File: src/rtl/core/audio_es_to_pes_packetizer_assert.svh
// Assertion macros used by the packetizer queue.
`ifndef AUDIO_ES_TO_PES_PACKETIZER_ASSERT_SVH
`define AUDIO_ES_TO_PES_PACKETIZER_ASSERT_SVH

// Condition in this cycle implies a consequence in the same cycle.
`define AEP_ASSERT_NOW(label, clk, rst_n, ante, cons) \
    label: assert property (@(posedge clk) disable iff (!(rst_n)) (ante) |-> (cons)) \
        else $error("aep assertion failed");

// Condition in this cycle implies a consequence in the next cycle.
`define AEP_ASSERT_NEXT(label, clk, rst_n, ante, cons) \
    label: assert property (@(posedge clk) disable iff (!(rst_n)) (ante) |=> (cons)) \
        else $error("aep assertion failed");

`endif

File: src/rtl/core/aep_pkg.sv
package aep_pkg;

    localparam int unsigned QUEUE_DEPTH = 2;

    localparam logic [16:0] PTS_CLOCK_HZ = 17'd90000;

    // configuration register indexes
    localparam logic [2:0] REG_SPF   = 3'd0;
    localparam logic [2:0] REG_RATE  = 3'd1;
    localparam logic [2:0] REG_FRAME = 3'd2;
    localparam logic [2:0] REG_FADE  = 3'd3;
    localparam logic [2:0] REG_START = 3'd4;
    localparam logic [2:0] REG_STOP  = 3'd5;
    localparam logic [2:0] REG_SID   = 3'd6;

    // stream format latched on the first frame
    localparam logic [1:0] FMT_NONE = 2'd0;
    localparam logic [1:0] FMT_MPEG = 2'd1;
    localparam logic [1:0] FMT_DTS  = 2'd2;
    localparam logic [1:0] FMT_AC3  = 2'd3;

    // result status codes
    localparam logic [1:0] ST_DATA      = 2'd0;
    localparam logic [1:0] ST_SYNC_LOST = 2'd1;
    localparam logic [1:0] ST_PTS_LIMIT = 2'd2;

    // command kinds between front and back
    localparam logic [1:0] CMD_PASS = 2'd0;
    localparam logic [1:0] CMD_HDR  = 2'd1;
    localparam logic [1:0] CMD_STAT = 2'd2;

    typedef struct packed {
        logic [1:0]  kind;
        logic [7:0]  data;    // pass-through byte
        logic        done;    // frame closes on the last data beat
        logic        halt2;   // append a PTS-limit beat
        logic [1:0]  stat;    // status for CMD_STAT
        logic [32:0] ts;
        logic [15:0] len;
        logic        ad;
        logic [7:0]  fade;
        logic [7:0]  sid;
        logic [31:0] held;    // held[7:0] is the first frame byte
    } t_cmd;

endpackage

File: src/rtl/core/audio_es_to_pes_packetizer.sv
// Payload bytes: one beat accepted per cycle while the command queue is not full; each
// is queued, then registered for output. Fourth byte of each frame: input stalls while
// the multiply and the 62-step restoring divider compute the next PTS; header beats follow.
// Output runs one beat per cycle via the single output register while the receiver is ready.
// Reset (synchronous, active low) restores register defaults and clears all control state.
module audio_es_to_pes_packetizer import aep_pkg::*; #(
    parameter int unsigned QDEPTH = QUEUE_DEPTH
) (
    input  logic        i_clk,
    input  logic        i_rst_n,
    input  logic        i_es_valid,
    output logic        o_es_ready,
    input  logic [7:0]  i_es_byte,
    output logic        o_pes_valid,
    input  logic        i_pes_ready,
    output logic [7:0]  o_out_byte,
    output logic        o_packet_end,
    output logic [1:0]  o_status,
    input  logic        i_cfg_valid,
    output logic        o_cfg_ready,
    input  logic [2:0]  i_cfg_index,
    input  logic [32:0] i_cfg_data
);

    // front: classify each input beat into a command (pass byte, header, status)
    // queue: short command buffer so front and back stall independently
    // back: expand each command into output beats

    logic q_push, q_pop, q_full, q_empty;
    t_cmd q_in, q_out;

    aep_front u_front (
        .i_clk       (i_clk),
        .i_rst_n     (i_rst_n),
        .i_es_valid  (i_es_valid),
        .o_es_ready  (o_es_ready),
        .i_es_byte   (i_es_byte),
        .i_cfg_valid (i_cfg_valid),
        .o_cfg_ready (o_cfg_ready),
        .i_cfg_index (i_cfg_index),
        .i_cfg_data  (i_cfg_data),
        .i_q_full    (q_full),
        .o_q_push    (q_push),
        .o_q_cmd     (q_in)
    );

    aep_queue #(.DEPTH(QDEPTH)) u_queue (
        .i_clk   (i_clk),
        .i_rst_n (i_rst_n),
        .i_push  (q_push),
        .i_cmd   (q_in),
        .o_full  (q_full),
        .i_pop   (q_pop),
        .o_empty (q_empty),
        .o_cmd   (q_out)
    );

    aep_back u_back (
        .i_clk        (i_clk),
        .i_rst_n      (i_rst_n),
        .i_q_empty    (q_empty),
        .i_q_cmd      (q_out),
        .o_q_pop      (q_pop),
        .o_pes_valid  (o_pes_valid),
        .i_pes_ready  (i_pes_ready),
        .o_out_byte   (o_out_byte),
        .o_packet_end (o_packet_end),
        .o_status     (o_status)
    );

endmodule

File: src/rtl/core/aep_front.sv
module aep_front import aep_pkg::*; (
    input  logic        i_clk,
    input  logic        i_rst_n,
    input  logic        i_es_valid,
    output logic        o_es_ready,
    input  logic [7:0]  i_es_byte,
    input  logic        i_cfg_valid,
    output logic        o_cfg_ready,
    input  logic [2:0]  i_cfg_index,
    input  logic [32:0] i_cfg_data,
    input  logic        i_q_full,
    output logic        o_q_push,
    output t_cmd        o_q_cmd
);

    localparam logic [2:0] S_IDLE = 3'd0;
    localparam logic [2:0] S_MUL1 = 3'd1;
    localparam logic [2:0] S_MUL2 = 3'd2;
    localparam logic [2:0] S_ADD  = 3'd3;
    localparam logic [2:0] S_DIV  = 3'd4;
    localparam logic [2:0] S_PUSH = 3'd5;

    logic [12:0] r_spf;
    logic [17:0] r_rate;
    logic [15:0] r_frame;
    logic [8:0]  r_fade;
    logic [32:0] r_start;
    logic [32:0] r_stop;
    logic [7:0]  r_sid;

    logic [2:0]  r_state;
    logic [1:0]  r_fmt;
    logic        r_first;
    logic [7:0]  r_held [4];
    logic [16:0] r_bp;
    logic [2:0]  r_pad;
    logic [31:0] r_fc;
    logic [32:0] r_cur;
    logic        r_halted;
    logic [1:0]  r_hcode;

    logic [44:0] r_p1;
    logic [39:0] r_plo;
    logic [38:0] r_phi;
    logic [61:0] r_dvd;
    logic [17:0] r_rem;
    logic [5:0]  r_cnt;

    logic [15:0] eff;
    logic [17:0] divisor;
    logic        accept;
    logic        adv;
    logic [16:0] n_bp;
    logic [2:0]  n_pad;
    logic        pass_done;
    logic        pass_halt;
    logic        mp, ac, dts, ok;
    logic [1:0]  fmt_now;
    logic [18:0] trial;
    logic        ge;
    logic [18:0] diff;
    logic [32:0] n_cur;
    logic        hdr_done;
    logic        ad;
    logic [2:0]  hdr_pad;

    assign eff      = (r_frame < 16'd4) ? 16'd4 : r_frame;
    assign divisor  = (r_rate == 18'd0) ? 18'd1 : r_rate;
    assign ad       = !r_fade[8];
    assign o_cfg_ready = 1'b1;
    assign o_es_ready  = (r_state == S_IDLE) && !i_q_full;
    assign accept      = i_es_valid && o_es_ready;

    // payload byte bookkeeping
    assign adv       = (r_bp < {1'b0, eff}) || (r_pad == 3'd0);
    assign n_bp      = adv ? r_bp + 17'd1 : r_bp;
    assign n_pad     = adv ? r_pad : r_pad - 3'd1;
    assign pass_done = (n_bp >= {1'b0, eff}) && (n_pad == 3'd0);
    assign pass_halt = pass_done && (r_stop != 33'd0) && (r_cur >= r_stop);

    // sync classification on the fourth byte (held bytes 0..2 plus the incoming one)
    assign mp  = (r_held[0] == 8'hFF) && (r_held[1][7:5] == 3'b111);
    assign ac  = (r_held[0] == 8'h0B) && (r_held[1] == 8'h77);
    assign dts = (r_held[0] == 8'h7F) && (r_held[1] == 8'hFE) && (r_held[2] == 8'h80)
                 && (i_es_byte == 8'h01);
    assign fmt_now = r_first ? r_fmt : (dts ? FMT_DTS : (mp ? FMT_MPEG : FMT_AC3));
    assign ok = ((fmt_now == FMT_MPEG) && mp) || ((fmt_now != FMT_MPEG) && ac)
                || ((fmt_now == FMT_DTS) && dts);
    assign hdr_pad = ((fmt_now == FMT_MPEG) && r_held[2][1])
                     ? ((r_held[1][2:1] == 2'b11) ? 3'd4 : 3'd1) : 3'd0;

    // restoring divider, one quotient bit a cycle
    assign trial = {r_rem, r_dvd[61]};
    assign ge    = trial >= {1'b0, divisor};
    assign diff  = trial - {1'b0, divisor};

    assign n_cur    = 33'(r_start + r_dvd[32:0]);
    assign hdr_done = (eff == 16'd4) && (r_pad == 3'd0);

    always_comb begin
        o_q_push = 1'b0;
        o_q_cmd  = '0;
        o_q_cmd.ts   = r_cur;
        o_q_cmd.ad   = ad;
        o_q_cmd.fade = r_fade[7:0];
        o_q_cmd.sid  = r_sid;
        o_q_cmd.len  = eff + (ad ? 16'd25 : 16'd8) + {13'd0, r_pad};
        o_q_cmd.held = {r_held[3], r_held[2], r_held[1], r_held[0]};
        if (r_state == S_PUSH) begin
            o_q_push       = !i_q_full;
            o_q_cmd.kind   = CMD_HDR;
            o_q_cmd.done   = hdr_done;
            o_q_cmd.halt2  = hdr_done && (r_stop != 33'd0) && (n_cur >= r_stop);
        end else if (accept) begin
            if (r_halted) begin
                o_q_push     = 1'b1;
                o_q_cmd.kind = CMD_STAT;
                o_q_cmd.stat = r_hcode;
            end else if (r_bp >= 17'd4) begin
                o_q_push      = 1'b1;
                o_q_cmd.kind  = CMD_PASS;
                o_q_cmd.data  = i_es_byte;
                o_q_cmd.done  = pass_done;
                o_q_cmd.halt2 = pass_halt;
            end else if ((r_bp == 17'd3) && !ok) begin
                o_q_push     = 1'b1;
                o_q_cmd.kind = CMD_STAT;
                o_q_cmd.stat = ST_SYNC_LOST;
            end
        end
    end

    always_ff @(posedge i_clk) begin
        if (!i_rst_n) begin
            r_spf    <= 13'd1152;
            r_rate   <= 18'd48000;
            r_frame  <= 16'd768;
            r_fade   <= 9'h1FF;
            r_start  <= '0;
            r_stop   <= '0;
            r_sid    <= 8'd192;
            r_state  <= S_IDLE;
            r_fmt    <= '0;
            r_first  <= 1'b0;
            r_bp     <= '0;
            r_pad    <= '0;
            r_fc     <= 32'd1;
            r_cur    <= '0;
            r_halted <= 1'b0;
            r_hcode  <= ST_DATA;
            r_cnt    <= '0;
        end else begin
            if (i_cfg_valid) begin
                case (i_cfg_index)
                    REG_SPF:   r_spf   <= i_cfg_data[12:0];
                    REG_RATE:  r_rate  <= i_cfg_data[17:0];
                    REG_FRAME: r_frame <= i_cfg_data[15:0];
                    REG_FADE:  r_fade  <= i_cfg_data[8:0];
                    REG_START: begin
                        r_start <= i_cfg_data;
                        if (!r_first) begin
                            r_cur <= i_cfg_data;
                        end
                    end
                    REG_STOP:  r_stop  <= i_cfg_data;
                    REG_SID:   r_sid   <= i_cfg_data[7:0];
                    default: ;
                endcase
            end
            case (r_state)
                S_IDLE: begin
                    if (accept && !r_halted) begin
                        if (r_bp >= 17'd4) begin
                            r_pad <= n_pad;
                            r_bp  <= pass_done ? 17'd0 : n_bp;
                            if (pass_halt) begin
                                r_halted <= 1'b1;
                                r_hcode  <= ST_PTS_LIMIT;
                            end
                        end else begin
                            r_held[r_bp[1:0]] <= i_es_byte;
                            r_bp <= r_bp + 17'd1;
                            if (r_bp == 17'd3) begin
                                r_fmt   <= fmt_now;
                                r_first <= 1'b1;
                                if (!ok) begin
                                    r_halted <= 1'b1;
                                    r_hcode  <= ST_SYNC_LOST;
                                end else begin
                                    r_pad   <= hdr_pad;
                                    r_state <= S_MUL1;
                                end
                            end
                        end
                    end
                end
                S_MUL1: begin
                    r_p1    <= 45'(r_fc) * 45'(r_spf);
                    r_state <= S_MUL2;
                end
                S_MUL2: begin
                    r_plo   <= 40'(r_p1[22:0]) * 40'(PTS_CLOCK_HZ);
                    r_phi   <= 39'(r_p1[44:23]) * 39'(PTS_CLOCK_HZ);
                    r_state <= S_ADD;
                end
                S_ADD: begin
                    r_dvd   <= 62'(r_plo) + {r_phi, 23'd0};
                    r_rem   <= '0;
                    r_cnt   <= '0;
                    r_state <= S_DIV;
                end
                S_DIV: begin
                    r_rem <= ge ? diff[17:0] : trial[17:0];
                    r_dvd <= {r_dvd[60:0], ge};
                    r_cnt <= r_cnt + 6'd1;
                    if (r_cnt == 6'd61) begin
                        r_state <= S_PUSH;
                    end
                end
                S_PUSH: begin
                    if (!i_q_full) begin
                        r_cur   <= n_cur;
                        r_fc    <= r_fc + 32'd1;
                        r_state <= S_IDLE;
                        if (hdr_done) begin
                            r_bp <= '0;
                            if ((r_stop != 33'd0) && (n_cur >= r_stop)) begin
                                r_halted <= 1'b1;
                                r_hcode  <= ST_PTS_LIMIT;
                            end
                        end
                    end
                end
                default: r_state <= S_IDLE;
            endcase
        end
    end

endmodule

File: src/rtl/core/aep_queue.sv
`include "audio_es_to_pes_packetizer_assert.svh"
module aep_queue import aep_pkg::*; #(
    parameter int unsigned DEPTH = QUEUE_DEPTH
) (
    input  logic i_clk,
    input  logic i_rst_n,
    input  logic i_push,
    input  t_cmd i_cmd,
    output logic o_full,
    input  logic i_pop,
    output logic o_empty,
    output t_cmd o_cmd
);

    localparam int unsigned PTR_W = (DEPTH > 1) ? $clog2(DEPTH) : 1;
    localparam int unsigned CNT_W = $clog2(DEPTH + 1);

    t_cmd             r_mem [DEPTH];
    logic [PTR_W-1:0] r_wr;
    logic [PTR_W-1:0] r_rd;
    logic [CNT_W-1:0] r_count;

    assign o_full  = (r_count == CNT_W'(DEPTH));
    assign o_empty = (r_count == '0);
    assign o_cmd   = r_mem[r_rd];

    always_ff @(posedge i_clk) begin
        if (i_push) begin
            r_mem[r_wr] <= i_cmd;
        end
    end

    always_ff @(posedge i_clk) begin
        if (!i_rst_n) begin
            r_wr    <= '0;
            r_rd    <= '0;
            r_count <= '0;
        end else begin
            if (i_push) begin
                r_wr <= (r_wr == PTR_W'(DEPTH - 1)) ? '0 : r_wr + PTR_W'(1);
            end
            if (i_pop) begin
                r_rd <= (r_rd == PTR_W'(DEPTH - 1)) ? '0 : r_rd + PTR_W'(1);
            end
            case ({i_push, i_pop})
                2'b10:   r_count <= r_count + CNT_W'(1);
                2'b01:   r_count <= r_count - CNT_W'(1);
                default: r_count <= r_count;
            endcase
        end
    end

    `AEP_ASSERT_NOW(a_no_push_full, i_clk, i_rst_n, o_full, !i_push)
    `AEP_ASSERT_NOW(a_no_pop_empty, i_clk, i_rst_n, o_empty, !i_pop)
    `AEP_ASSERT_NEXT(a_push_lands, i_clk, i_rst_n, i_push && !i_pop, !o_empty)

endmodule

File: src/rtl/core/aep_back.sv
module aep_back import aep_pkg::*; (
    input  logic       i_clk,
    input  logic       i_rst_n,
    input  logic       i_q_empty,
    input  t_cmd       i_q_cmd,
    output logic       o_q_pop,
    output logic       o_pes_valid,
    input  logic       i_pes_ready,
    output logic [7:0] o_out_byte,
    output logic       o_packet_end,
    output logic [1:0] o_status
);

    logic [5:0] r_idx;
    logic       r_valid;
    logic [7:0] r_byte;
    logic       r_end;
    logic [1:0] r_stat;

    logic [5:0] last_data;
    logic [5:0] last;
    logic       emit;
    logic [7:0] b;
    logic       e;
    logic [1:0] s;

    function automatic logic [7:0] hdr_byte(input logic [5:0] k, input t_cmd c);
        logic [5:0] j;
        logic [5:0] hk;
        logic [7:0] v;
        j  = k - 6'd14;
        hk = k - (c.ad ? 6'd31 : 6'd14);
        v  = 8'h00;
        if (k < 6'd14) begin
            case (k)
                6'd0:    v = 8'h00;
                6'd1:    v = 8'h00;
                6'd2:    v = 8'h01;
                6'd3:    v = c.sid;
                6'd4:    v = c.len[15:8];
                6'd5:    v = c.len[7:0];
                6'd6:    v = 8'h81;
                6'd7:    v = c.ad ? 8'h81 : 8'h80;
                6'd8:    v = c.ad ? 8'h16 : 8'h05;
                6'd9:    v = {4'b0010, c.ts[32:30], 1'b1};
                6'd10:   v = c.ts[29:22];
                6'd11:   v = {c.ts[21:15], 1'b1};
                6'd12:   v = c.ts[14:7];
                default: v = {c.ts[6:0], 1'b1};
            endcase
        end else if (c.ad && (k < 6'd31)) begin
            case (j)
                6'd0:    v = 8'h8E;
                6'd1:    v = 8'hF8;
                6'd2:    v = 8'h44;
                6'd3:    v = 8'h54;
                6'd4:    v = 8'h47;
                6'd5:    v = 8'h41;
                6'd6:    v = 8'h44;
                6'd7:    v = 8'h31;
                6'd8:    v = c.fade;
                6'd9:    v = 8'h00;
                default: v = 8'hFF;
            endcase
        end else begin
            case (hk[1:0])
                2'd0:    v = c.held[7:0];
                2'd1:    v = c.held[15:8];
                2'd2:    v = c.held[23:16];
                default: v = c.held[31:24];
            endcase
        end
        return v;
    endfunction

    assign last_data = (i_q_cmd.kind == CMD_HDR) ? (i_q_cmd.ad ? 6'd34 : 6'd17) : 6'd0;
    assign last      = last_data + {5'd0, (i_q_cmd.kind != CMD_STAT) && i_q_cmd.halt2};
    assign emit      = !i_q_empty && (!r_valid || i_pes_ready);
    assign o_q_pop   = emit && (r_idx == last);

    always_comb begin
        b = 8'h00;
        e = 1'b0;
        s = ST_DATA;
        if (i_q_cmd.kind == CMD_STAT) begin
            s = i_q_cmd.stat;
        end else if (r_idx > last_data) begin
            s = ST_PTS_LIMIT;
        end else if (i_q_cmd.kind == CMD_PASS) begin
            b = i_q_cmd.data;
            e = i_q_cmd.done;
        end else begin
            b = hdr_byte(r_idx, i_q_cmd);
            e = (r_idx == last_data) && i_q_cmd.done;
        end
    end

    always_ff @(posedge i_clk) begin
        if (emit) begin
            r_byte <= b;
            r_end  <= e;
            r_stat <= s;
        end
    end

    always_ff @(posedge i_clk) begin
        if (!i_rst_n) begin
            r_idx   <= '0;
            r_valid <= 1'b0;
        end else begin
            if (emit) begin
                r_valid <= 1'b1;
                r_idx   <= (r_idx == last) ? 6'd0 : r_idx + 6'd1;
            end else if (i_pes_ready) begin
                r_valid <= 1'b0;
            end
        end
    end

    assign o_pes_valid  = r_valid;
    assign o_out_byte   = r_byte;
    assign o_packet_end = r_end;
    assign o_status     = r_stat;

endmodule

File: config.mk
export PLATFORM = sky130hd
export DESIGN_NAME = audio_es_to_pes_packetizer
export DESIGN_NICKNAME = d
export VERILOG_FILES = /design/src/rtl/core/aep_pkg.sv /design/src/rtl/core/audio_es_to_pes_packetizer.sv /design/src/rtl/core/aep_front.sv /design/src/rtl/core/aep_queue.sv /design/src/rtl/core/aep_back.sv
export VERILOG_INCLUDE_DIRS = /design/src /design/src/rtl/core
export SDC_FILE = /design/constraint.sdc
export NUM_CORES = 2
export LEC_CHECK = 0
export BUFFER_PORTS_ARGS = -buffer_cell sky130_fd_sc_hd__buf_4
export CORE_AREA = 2 2 397 301
export DETAILED_ROUTE_END_ITERATION = 12
export DIE_AREA = 0 0 399 303
export PLACE_DENSITY = 0.77
export SETUP_SLACK_MARGIN = 0.3
export SLEW_MARGIN = 20
export SYNTH_ARGS = -nofsm -noshare
export SYNTH_HDL_FRONTEND = slang
export SYNTH_SLANG_ARGS = --single-unit
File: constraint.sdc
create_clock -name i_clk -period 7.85 [get_ports i_clk]
set_input_delay 1.1775 -clock i_clk [delete_from_list [all_inputs] [get_ports i_clk]]
set_output_delay 1.1775 -clock i_clk [all_outputs]
set_load 0.05 [all_outputs]
==> impl_metrics.json <==
{
  "num_vias": 41889,
  "power_switching_mw": 3.98,
  "drc": 0,
  "yosysUniqueCellTypes": 96,
  "clk_path_buf_depth": 3,
  "hold_depth": 0,
  "coreArea_sq_mm": 0.117,
  "cp-startpoint": "u_front.r_fc[6]",
  "clkPwrFrac_pct": 31.3,
  "seq_power_share_pct": 36.6,
  "layout.nets": 6906,
  "timing.rr.start": "u_front.r_fc[6]",
  "utilization_pct": 53.6,
  "post-cts-setup-buffer-count": 0,
  "synth_nets": 6953,
  "status": "complete, no violations",
  "ant_nets": 0,
  "drt-pass1-iter-count": 6,
  "slew_viol_final": 0,
  "arrival_ns": 7.44,
  "wl_per_cell_microns": 19.3,
  "syn_area_sq_mm": 0.0582,
  "hold_violations": 0,
  "start_kind": "flip-flop",
  "skew_ns": 0.0476,
  "synth_commonest_cells": "inv_1, nand2_1, fa_1, ha_1, edfxtp_1",
  "first_global_vias": 41417,
  "setup_viol": 0,
  "synth_warnings": 0,
  "synth_ff_type": "edfxtp_1",
  "reg2reg_setup_slack_ns": 0.83,
  "rows": 109,
  "slew-limit-headroom_pct": 17.3,
  "timing_worst_setup_path_type": "reg -> reg",
  "dp_hpwl_mm": 105,
  "final_cell_count_no_fill": 7333,
  "ios": 63,
  "place_inst": 7194,
  "numClockSinks": 705,
  "setup_ws_ns": 0.828,
  "intPower_mw": 7.93,
  "fp.dieW_microns": 399,
  "postCtsHoldBufs": 0,
  "peakVddDrop_mv": 0.220,
  "worst-r2r-cell-count": 20,
  "pre_cts_ws_ns": 0.904,
  "portBuffers": 61,
  "endpoint_kind": "flip-flop",
  "synth_cells": 5764,
  "finalCriticalPeriod_ns": 7.02,
  "overflow": 0,
  "ctsResizeCount": 0,
  "place_congestion": 0.908,
  "antenna_found_initial": 0,
  "synth_most_common_cell": "inv_1",
  "cts_tree": "done",
  "grt_first_pass_wirelength_mm": 227,
  "h-tree-depth": 3,
  "power_density_mw_per_mm2": 190,
  "drtIter0Drc": 4765,
  "routed_wl_mm": 142,
  "root_buffer": "clkbuf_16",
  "seq_area_frac_synth_pct": 32.2,
  "area_growth_syn_to_layout_pct": 7.75,
  "synth-seq-cells": 705,
  "worstSkewPairLatency_ns": 0.70,
  "antenna_cells": 0,
  "tns_ns": 0,
  "worstSetupEndpoint": "u_front.r_p1[42]",
  "crit_path_max_fanout": 17,
  "whs_ns": 0.440,
  "reg2reg_to": "u_front.r_p1[42]",
  "seqCellArea_sq_mm": 0.0188,
  "maxCapViolCount": 0,
  "hold_class": "reg -> reg",
  "switching_share_pct": 33.4,
  "power_mw": 11.9,
  "grt_max_degree": 92,
  "fmax_mhz": 142,
  "synthTopCellsByArea": "edfxtp_1, fa_1, ha_1",
  "power_leakage_nw": 27.4,
  "required_ns": 8.27,
  "synth_top_area_share_pct": 23.9,
  "grt.total_usage_pct": 23.6,
  "ys_async_sr_fraction_pct": 0,
  "fin_crit_sh_pct": 89.5,
  "die_area_sq_mm": 0.121,
  "rsz0062_at_grt": "false",
  "nFillCells": 9927,
  "power_frac_comb_pct": 32.0,
  "synth_largest_area_cell": "edfxtp_1",
  "synth_edf_count": 463,
  "place_area_sq_mm": 0.0601,
  "initial_core_util_pct": 49.7,
  "cts.clk_slew.worst_paths_ns": 0.06,
  "drt-vias-per-instance": 5.71,
  "die_y_microns": 303,
  "worstMarginPinSlew_ns": 1.23,
  "cts_buffers": 75,
  "final_area_sq_mm": 0.0627,
  "drive_above_1_share_pct": 5.30,
  "avgSynthCellArea_sq_um": 10.1,
  "multi_input_area_sq_mm": 0.0355
}
## critical path, cell delays in order, from the launching register on
cell and delay, ns:
dfxtp_1 0.77, nand2_1 0.16, fa_1 0.53, inv_1 0.05
fa_1 0.49, fa_1 0.51, inv_1 0.05, fa_1 0.46
fa_1 0.55, inv_1 0.04, ha_1 0.32, a21oi_1 0.19
o21ai_0 0.17, a211oi_1 0.65, nor3_1 0.24, o21ai_0 0.49
a31oi_1 0.33, a31o_2 0.33, a21o_1 0.17, a21oi_1 0.16
xnor2_1 0.09
## flip-flops by register name (all words and copies together) (netlist names), 8 cells and up, named ones only
signal / flops
u_front.r_bp: 17
u_front.r_p1: 45
u_front.r_plo: 36
u_front.r_cur: 33
u_front.r_fc: 32
u_front.r_start: 33
u_front.r_rem: 18
u_front.r_frame: 16
u_front.r_sid: 8
u_front.r_rate: 18
u_front.r_dvd: 62
u_front.r_stop: 33
u_back.o_out_byte: 8
u_queue.r_mem: 224
u_front.r_spf: 13
u_front.r_phi: 35
u_front.r_held: 32
u_front.r_fade: 9
## cells in the final DEF, fill, tap and decap left out, drive strengths merged, types with 34 or more instances in the layout
master  Yosys  final
edfxtp    463    463
inv       820    826
nor3       48     48
nand4      49     49
o21ai     178    178
and3       43     43
mux2i      91     91
a21o      106    106
nor2      233    233
a21oi     319    319
ha        528    528
buf        31    105
dfxtp     242    242
a211oi     41     41
xor2       89     89
fa        612    612
and2      168    168
nand3     100    100
nand2     810    810
clkbuf    198     87
xnor2     135    135
clkinv      0     34
## power by group through the flow
stage | Clock [mW] | Combinational (mW) | Sequential [mW]
after floorplan | 0 | 2.81 | 4.42
after global placement | 0 | 3.61 | 4.43
after detailed placement | 0 | 3.76 | 4.44
after CTS | 3.79 | 3.79 | 4.36
after global routing | 3.93 | 4.26 | 4.37
final | 3.73 | 3.82 | 4.36
## layout make-up
| cell class | count | share of cell area (%) |
|---|---|---|
| clock buffer | 87 | 3.10 |
| clock inverter | 52 | 1.03 |
| inverter | 820 | 4.92 |
| multi-input combinational | 4010 | 56.7 |
| sequential | 705 | 29.9 |
| tap | 1554 | 3.10 |
| timing repair buffer | 105 | 1.26 |
## how the worst min path moves through the flow
| stage | slack (ns) | to | start |
|---|---|---|---|
| final | 0.44 | u_queue.r_mem[1][29] | u_front.r_held[3][5] |
| after global routing | 0.46 | u_queue.r_mem[0][28] | u_front.r_held[3][4] |
| after CTS | 0.45 | u_queue.r_mem[0][28] | u_front.r_held[3][4] |
| after detailed placement | 0.43 | u_queue.r_mem[0][29] | u_front.r_held[3][5] |
| after global placement | 0.42 | u_queue.r_mem[0][26] | u_front.r_held[3][2] |
| after floorplan | 0.42 | u_queue.r_mem[0][24] | u_front.r_held[3][0] |
## cell families (layout without fill, tap and decap cells)
family | after synthesis | in the layout | share of synthesized area, %
xor gates and xnor gates | 224 | 224 | 3.37
other | 1 | 1 | 0.00645
AOI/OAI and AO/OA | 908 | 908 | 9.85
buffers and inverters | 1049 | 1064 | 6.86
DFF | 705 | 705 | 32.2
and+or+nand+nor | 1627 | 1627 | 13.0
muxes | 110 | 110 | 2.24
adders and majority gates | 1140 | 1140 | 32.4
## routing by layer
metal	share of wire, %	up-vias	GRT usage [%]
met5	0	-	0
met4	2.2	0	5.76
met3	8.5	222	3.97
met2	45	1680	36.5
met1	44	20793	34.7
li1	-	19194	-
No activity file was read; power rests on OpenSTA's default activity.
